$ cat config.mk
export PLATFORM = sky130hd
export DESIGN_NAME = nnis_ctrl
export DESIGN_NICKNAME = d
export VERILOG_FILES = /design/src/nearest_neighbor_image_scaler_unit_assert.svh /design/src/nnis_pkg.sv /design/src/nnis_ctrl.sv
export SDC_FILE = /design/constraint.sdc
export NUM_CORES = 1
export LEC_CHECK = 0
export BUFFER_PORTS_ARGS = -buffer_cell sky130_fd_sc_hd__buf_2
export CAP_MARGIN = 15
export CORE_AREA = 3 3 40 42
export DETAILED_ROUTE_END_ITERATION = 8
export DIE_AREA = 0 0 43 45
export GPL_ROUTABILITY_DRIVEN = 0
export SYNTH_ARGS = -nofsm -noshare
export SYNTH_HDL_FRONTEND = slang
export SYNTH_SLANG_ARGS = --single-unit
$ cat constraint.sdc
create_clock -name clk -period 1.9 [get_ports clk]
set_clock_uncertainty 0.1 [all_clocks]
set_input_delay 0.38 -clock clk [delete_from_list [all_inputs] [get_ports clk]]
set_output_delay 0.38 -clock clk [all_outputs]
set_load 0.005 [all_outputs]
$ cat src/nearest_neighbor_image_scaler_unit_assert.svh
// ----------------------------------------------------------------------------
// Assertion macros for the nearest neighbour image scaler
// Clocked concurrent checks with reset disable, reporting through $error.
// ----------------------------------------------------------------------------
`ifndef NEAREST_NEIGHBOR_IMAGE_SCALER_UNIT_ASSERT_SVH
`define NEAREST_NEIGHBOR_IMAGE_SCALER_UNIT_ASSERT_SVH

// Overlapping implication: consequent checked in the same cycle.
`define NNIS_AST_IMP(label, clk, rst_n, ante, cons, msg) \
    label: assert property (@(posedge clk) disable iff (!rst_n) (ante) |-> cons) \
        else $error(msg);

// Non-overlapping implication: consequent checked in the next cycle.
`define NNIS_AST_NXT(label, clk, rst_n, ante, cons, msg) \
    label: assert property (@(posedge clk) disable iff (!rst_n) (ante) |=> cons) \
        else $error(msg);

`endif

$ cat src/nnis_pkg.sv
// ----------------------------------------------------------------------------
// nnis_pkg
// Shared constants, register indexes and control types of the image scaler.
// ----------------------------------------------------------------------------
package nnis_pkg;

    localparam int SIZE_W    = 13;
    localparam int RATIO_W   = 23;
    localparam int FRAC_BITS = 16;
    localparam int CHAN_W    = 8;
    localparam int PIXEL_W   = 3 * CHAN_W;
    localparam int IDX_W     = 2 * SIZE_W + 1;
    localparam int CFG_IDX_W = 3;
    localparam int CFG_DATA_W = RATIO_W;

    localparam int DEF_PIXEL_CAPACITY = 65536;
    localparam int DEF_COORD_BITS     = 12;

    localparam logic [SIZE_W-1:0]  SIZE_RESET  = 13'd1;
    localparam logic [RATIO_W-1:0] RATIO_RESET = 23'd65536;

    localparam logic [CFG_IDX_W-1:0] REG_SRC_WIDTH  = 3'd0;
    localparam logic [CFG_IDX_W-1:0] REG_SRC_HEIGHT = 3'd1;
    localparam logic [CFG_IDX_W-1:0] REG_DST_WIDTH  = 3'd2;
    localparam logic [CFG_IDX_W-1:0] REG_DST_HEIGHT = 3'd3;
    localparam logic [CFG_IDX_W-1:0] REG_X_RATIO    = 3'd4;
    localparam logic [CFG_IDX_W-1:0] REG_Y_RATIO    = 3'd5;

    localparam logic CMD_LOAD    = 1'b0;
    localparam logic CMD_PRODUCE = 1'b1;

    // Controller to datapath commands
    typedef struct packed {
        logic load;    // store one source pixel
        logic start;   // capture counters, multiply, advance counters
        logic clamp;   // clamp scaled coordinates
        logic index;   // form linear source index
        logic read;    // read pixel store
        logic emit;    // load output register
    } ctl_cmd_t;

    // A size of zero behaves as one
    function automatic logic [SIZE_W-1:0] at_least_one(input logic [SIZE_W-1:0] v);
        at_least_one = (v == '0) ? SIZE_RESET : v;
    endfunction

endpackage

$ cat src/nnis_ctrl.sv
// ----------------------------------------------------------------------------
// nnis_ctrl
// Sequencer for load and produce transactions and output register valid.
// ----------------------------------------------------------------------------
module nnis_ctrl (
    input  logic                 clk,
    input  logic                 rst_n,
    input  logic                 in_valid,
    input  logic                 in_cmd,
    output logic                 in_ready,
    output logic                 out_valid,
    input  logic                 out_ready,
    output nnis_pkg::ctl_cmd_t   cmd
);

    localparam logic [2:0] ST_IDLE  = 3'd0;
    localparam logic [2:0] ST_CLAMP = 3'd1;
    localparam logic [2:0] ST_INDEX = 3'd2;
    localparam logic [2:0] ST_READ  = 3'd3;
    localparam logic [2:0] ST_DONE  = 3'd4;

    logic [2:0] state_reg;
    logic [2:0] state_next;
    logic       out_valid_reg;
    logic       out_valid_next;
    logic       accept;
    logic       slot_free;

    assign in_ready  = (state_reg == ST_IDLE);
    assign accept    = in_valid && in_ready;
    assign slot_free = !out_valid_reg || out_ready;

    always_comb
    begin
        cmd       = '0;
        cmd.load  = accept && (in_cmd == nnis_pkg::CMD_LOAD);
        cmd.start = accept && (in_cmd == nnis_pkg::CMD_PRODUCE);
        cmd.clamp = (state_reg == ST_CLAMP);
        cmd.index = (state_reg == ST_INDEX);
        cmd.read  = (state_reg == ST_READ);
        cmd.emit  = (state_reg == ST_DONE) && slot_free;
    end

    always_comb
    begin
        state_next = state_reg;
        case (state_reg)
            ST_IDLE:
            begin
                if (cmd.start)
                begin
                    state_next = ST_CLAMP;
                end
            end
            ST_CLAMP: state_next = ST_INDEX;
            ST_INDEX: state_next = ST_READ;
            ST_READ:  state_next = ST_DONE;
            ST_DONE:
            begin
                if (slot_free)
                begin
                    state_next = ST_IDLE;
                end
            end
            default:  state_next = ST_IDLE;
        endcase
    end

    always_comb
    begin
        out_valid_next = out_valid_reg;
        if (cmd.emit)
        begin
            out_valid_next = 1'b1;
        end
        else if (out_ready)
        begin
            out_valid_next = 1'b0;
        end
    end

    always_ff @(posedge clk or negedge rst_n)
    begin
        if (!rst_n)
        begin
            state_reg     <= ST_IDLE;
            out_valid_reg <= 1'b0;
        end
        else
        begin
            state_reg     <= state_next;
            out_valid_reg <= out_valid_next;
        end
    end

    assign out_valid = out_valid_reg;

endmodule

==> reports/metrics.yaml, run 1 <==
status:
  outcome: "finished, final reports clean"
routing:
  drt_iter0_markers: 4
  drc_errors: 0
  vias_per_cell: 3.88
  wl_per_cell_um: 8.58
  firstDrtPassIters: 2
  drt_wl_total_um: 429
  vias: 194
  ant_nets: 0
worst_hold_path:
  hold_end: "out_valid"
  min_path_cells: 3
  worstHoldStart: "out_ready"
  hold_class: "input pin to register"
synth:
  yosysTopAreaCellShare_pct: 44.9
  synthTopCellsByCount: "dfrtp_1, and3b_1, buf_4, nor3_1, nor3b_1"
  yosysWarnings: 0
  synth_area_leaders: "dfrtp_1, and3b_1, buf_4, nor3b_1, o21bai_2"
  yosysTopAreaCell: "dfrtp_1"
  synth_seq_cells: 4
  synthDistinctLibCells: 14
  synthCells: 21
  synthesis.nets: 26
  synth_area_per_cell_um2: 10.6
  synth_top_flop_cell: "dfrtp_1"
  yosysSeqAreaShare_pct: 44.9
  synth-async-reset-ratio_pct: 100
  synth_edf_count: 0
  synth.most_common_cell: "dfrtp_1"
  synthesis.area_um2: 223
timing:
  finalSetupViolations: 0
  finalCritPeriodShare_pct: 94.3
  layout_min_cycle_time_ns: 1.79
  max_freq_mhz: 558
  rsz0062_at_grt: "false"
  worst_slew_margin_rel_pct: 84.5
  worst_hold_slack_ns: 0.362
  fin_setup_tns_ns: 0
  drv_slew: 0
  fin_ws_ns: 0.108
  final-hold-violation-count: 0
  worst_pin_slew_ns: 0.231
clock_tree:
  cts_made_buffers: 3
  htreeDepth: 1
  cts_root_buf: "clkbuf_4"
  clockBufferDepth: 2
  clkSlewWorstSetupHoldPaths_ns: 0.04
  cts_tree: "yes"
  clock-sinks: 4
  clk-insertion-delay-late_ns: 0.23
  cts_resized: 0
floorplanning:
  core_area_mm2: 0.00128
  start_util_pct: 17.3
  fp.dieH_um: 45
  die_area_mm2: 0.00194
  fp.dieW_um: 43
  ioPinCount: 13
  rows: 13
layout:
  n_fill_cell: 149
  diodes: 0
  largest_reg_flops: 3
  drive_above_1_share_pct: 51.4
  syn_to_final_growth_pct: 43.3
  nets: 42
worst_setup_path:
  rr_worst_depth: 2
  crit_type: "register to output port"
  arrival_ns: 1.31
  r2r_setup_slack_ns: 0.74
  rr_startpoint: "state_reg[1]"
  cp-end-kind: "output port"
  r2r_end: "state_reg[2]"
  crit_fanout: 7
  worst_setup_path_start_kind: "register"
  required_ns: 1.42
global_route:
  grt_pass1_vias: 197
  track_usage_pct: 5.69
  grtUsageMet1_pct: 4.88
  grt_most_used_layer: "met2"
  grtUsageMet2_pct: 8.38
  antenna_found_initial: 0
  grtUsageMet3_pct: 3.19
  grt_pass1_wl_um: 759
  grt_max_degree: 8
  grt.overflow.total: 0
power:
  p_leak_nw: 0.179
  pwr_density_cell_mw_per_mm2: 1470
  peakVddDrop_mv: 0.310
job:
  maxCapViolations: 0
placed_design:
  io_buffers: 12
  place_worst_setup_slack_ns: 0.347
[power by group]
| group | switching (mW) | leakage [nW] | internal (mW) |
|---|---|---|---|
| registers | 0.0513 | 0.0517 | 0.124 |
| logic | 0.0779 | 0.114 | 0.115 |
| clock network | 0.0304 | 0.0138 | 0.0703 |
| total | 0.160 | 0.179 | 0.310 |
[final cells by class]
cell class,count,area (µm²),share of cell area (%)
Multi-Input combinational cell,15,108,33.7
Sequential cell,4,100,31.4
Clock buffer,3,22.5,7.06
Timing Repair Buffer,13,70.1,22.0
Tap cell,15,18.8,5.88
[cell usage in the layout, fill, tap and decap left out, drive strengths merged, types with 2 or more instances in the layout]
master / count
clkbuf: 3
and3b: 2
nor3b: 2
dfrtp: 4
nor3: 2
buf: 12
[logic make-up after synthesis]
family / count (synthesis) / synth area share (%)
flip-flops: 4 / 44.9
AND/OR/NAND/NOR: 12 / 37.1
XOR/XNOR: 1 / 3.93
AO/OA/AOI/OAI: 2 / 7.30
buffers and inverters: 2 / 6.74
[repair_timing]
| action | CTS | global route |
|---|---|---|
| endpoints found under the hold margin | 4 | 0 |
| setup endpoints to repair | 0 | 0 |
| buffers inserted | 0 | 0 |
| hold buffers | 1 | 0 |
[per-layer routing]
metal	share of wire [%]	vias up
li1	-	99
met1	41	90
met2	50	5
met3	7.7	0
met4	0	0
met5	0	-
[through the flow]
step	instance area, µm²	utilization, %	power, mW	instances
floorplan	223	-	0.302	21
global placement	287	22.3	0.372	46
CTS	319	24.8	0.482	50
detailed placement	287	22.3	0.374	46
finish	319	24.8	0.469	50
global route	319	24.8	0.520	50
[worst max-delay path by stage]
stage | from | endpoint | slack, ns | cells past startpoint
after floorplan | state_reg[1] | cmd[0] | 0.38 | 3
after global placement | state_reg[1] | cmd[0] | 0.35 | 3
after detailed placement | state_reg[1] | cmd[0] | 0.35 | 3
after CTS | state_reg[1] | cmd[0] | 0.1 | 3
after global routing | state_reg[1] | cmd[0] | 0.06 | 3
final | state_reg[1] | cmd[0] | 0.11 | 3
[worst max-delay path, stage by stage (launching register included)]
cell     delay [ns]
dfrtp_1        0.43
or3b_4         0.44
nor2b_2        0.10
buf_2          0.11
No activity file was read; power rests on OpenSTA's default activity.
==> run 2: changes to the inputs <==
--- a/config.mk
+++ b/config.mk
@@ -7,9 +7,9 @@
 export LEC_CHECK = 0
 export BUFFER_PORTS_ARGS = -buffer_cell sky130_fd_sc_hd__buf_2
 export CAP_MARGIN = 15
-export CORE_AREA = 3 3 40 42
+export CORE_AREA = 2 2 39 41
 export DETAILED_ROUTE_END_ITERATION = 8
-export DIE_AREA = 0 0 43 45
+export DIE_AREA = 0 0 41 43
 export GPL_ROUTABILITY_DRIVEN = 0
 export SYNTH_ARGS = -nofsm -noshare
 export SYNTH_HDL_FRONTEND = slang
==> constraint.sdc (replaced) <==
create_clock -name clk -period 1.52 [get_ports clk]
set_clock_uncertainty 0.1 [all_clocks]
set_input_delay 0.304 -clock clk [delete_from_list [all_inputs] [get_ports clk]]
set_output_delay 0.304 -clock clk [all_outputs]
set_load 0.005 [all_outputs]
==> run 2 against run 1 <==
Against the previous run: the run now ends with negative setup slack left; sequential cell count unchanged; global-route usage is 1.8 points higher; clock power grew 32%; via count grew 7.7%; worst hold slack got worse by 0.077 ns; cell area up 16%.
==> reports/metrics.yaml, run 2 (same netlist as run 1, synthesis figures left out) <==
floorplanning:
  ioPinCount: 13  # unchanged
  rows: 14  # +1
  core_area_mm2: 0.00138  # +7.7%
  die_area_mm2: 0.00176  # -8.9%
  fp.dieW_um: 41  # -4.7%
  fp.dieH_um: 43  # -4.4%
  start_util_pct: 16.1  # -1.2 points
worst_setup_path:
  crit_type: "register to output port"
  max_stage_delay_ns: 0.41  # -0.03 ns
  required_ns: 1.12  # -0.30 ns
  arrival_ns: 1.24  # -0.07 ns
  path_cells: "or3b_4 > nor2b_2 > buf_2"
  cp-end-kind: "output port"
  crit_fanout: 3  # -4
  cp_slowest_cell: "or3b_4"
  worst_setup_path_start_kind: "register"
timing:
  worst_pin_slew_ns: 0.216  # -0.0146 ns
  drv_slew: 0  # unchanged
  max_freq_mhz: 607
  finalSetupViolations: 3  # +3
  finalCritPeriodShare_pct: 108
  rsz0062_at_grt: "true"
  final-hold-violation-count: 0  # unchanged
  fin_ws_ns: -0.126  # -0.234 ns
  layout_min_cycle_time_ns: 1.65
  worst_slew_margin_rel_pct: 85.5  # +1.0 points
routing:
  drt_wl_total_um: 488  # +14%
  drc_errors: 0  # unchanged
  wl_per_cell_um: 8.87  # +3.4%
  ant_nets: 0  # unchanged
  vias_per_cell: 3.80  # -2.1%
  firstDrtPassIters: 3  # +1
  vias: 209  # +7.7%
  drt_iter0_markers: 2  # -2
layout:
  nets: 46  # +9.5%
  layout_commonest_cell: "buf_2"
  drive_above_1_share_pct: 64.1  # +13 points
  post-route-util_pct: 26.7  # +1.8 points
  largest_reg_flops: 3  # unchanged
  diodes: 0  # unchanged
  layout_common_cells: "buf_2, dfrtp_1, clkbuf_4, buf_4"
  n_fill_cell: 150  # +0.67%
  syn_to_final_growth_pct: 65.7
power:
  p_leak_nw: 0.207  # +15%
  pwr_density_cell_mw_per_mm2: 1890  # +28%
  peakVddDrop_mv: 0.654  # +110%
global_route:
  grt_pass1_vias: 195  # -1.0%
  grt.overflow.total: 0  # unchanged
  track_usage_pct: 7.44  # +1.8 points
  grt_pass1_wl_um: 807  # +6.3%
  grt_max_degree: 6  # -2
  antenna_found_initial: 0  # unchanged
clock_tree:
  clk-insertion-delay-late_ns: 0.23  # about the same
  clkSlewWorstSetupHoldPaths_ns: 0.04  # about the same
  clock-sinks: 4  # unchanged
  clockBufferDepth: 2  # unchanged
  cts_made_buffers: 3  # unchanged
  cts_root_buf: "clkbuf_4"
  htreeDepth: 1  # unchanged
  cts_tree: "yes"
placed_design:
  hpwlAfterDp_um: 371
  place_worst_setup_slack_ns: 0.109  # -0.239 ns
  io_buffers: 12  # unchanged
worst_hold_path:
  hold_class: "input pin to register"
job:
  maxCapViolations: 0  # unchanged
status:
  violations: "negative setup slack"
  outcome: "finished with violations"
## run 2: cell types whose count changed in the layout (fill, tap and decap cells not counted), sizes merged
cell  before  now
buf       12   16
## run 2: worst max-delay path, delay by kind of cell, from the launching register on
kind,cells,cell delay (ns)
and+or+nand+nor,2,0.51
DFF,1,0.39
buffers and inverters,1,0.11
## run 2: path summary, 6_finish.rpt
path	startpoint	endpoint	slack [ns]	depth (start not counted)
min in group asynchronous	rst_n	state_reg[1]	0.30	2
worst max-delay path	state_reg[0]	cmd[0]	-0.13	3
max in group asynchronous	rst_n	state_reg[0]	0.90	2
worst max register to register	state_reg[0]	state_reg[2]	0.30	3
worst min-delay path	out_ready	out_valid	0.29	3
worst min register to register	out_valid	out_valid	0.43	2
## run 2: stage by stage
step | hold slack (ns) | TNS, ns | power (mW) | std cells | cell area (µm²)
after floorplan | -0.0916 | 0 | 0.377 | 21 | 223
after global placement | 0.00974 | 0 | 0.518 | 50 | 310
after detailed placement | 0.0132 | 0 | 0.524 | 50 | 310
after CTS | 0.288 | -0.235 | 0.693 | 55 | 360
after global routing | 0.313 | -0.534 | 0.762 | 55 | 369
final | 0.285 | -0.241 | 0.696 | 55 | 369
## run 2: power breakdown
| group | switching (mW) | total [mW] | leakage (nW) | internal (mW) |
|---|---|---|---|---|
| Combinational | 0.156 | 0.369 | 0.141 | 0.213 |
| Sequential | 0.0388 | 0.194 | 0.0517 | 0.155 |
| Clock | 0.0446 | 0.133 | 0.0138 | 0.0884 |
## run 2: metal layers
| metal | global-route usage (%) | vias to the layer above | wire, µm |
|---|---|---|---|
| li1 | - | 109 | - |
| met1 | 9.71 | 91 | 225 |
| met2 | 8.13 | 9 | 224 |
| met3 | 1.57 | 0 | 38 |
| met4 | 10.0 | 0 | 0 |
| met5 | 0 | - | 0 |
## run 2: timing repair
item,in CTS,in global routing
gates resized for setup,2,2
hold buffers,1,0
endpoints found under the setup margin,5,6
gates cloned,0,0
pin swaps,2,0
setup buffers,1,0
endpoints found under the hold margin,4,0
## run 2: layout make-up
class / count / area, µm² / area share (%)
clock buffer: 3 / 22.5 / 6.10
multi-input combinational: 15 / 123 / 33.2
sequential: 4 / 100 / 27.1
tap: 16 / 20.0 / 5.42
timing repair buffer: 17 / 104 / 28.1
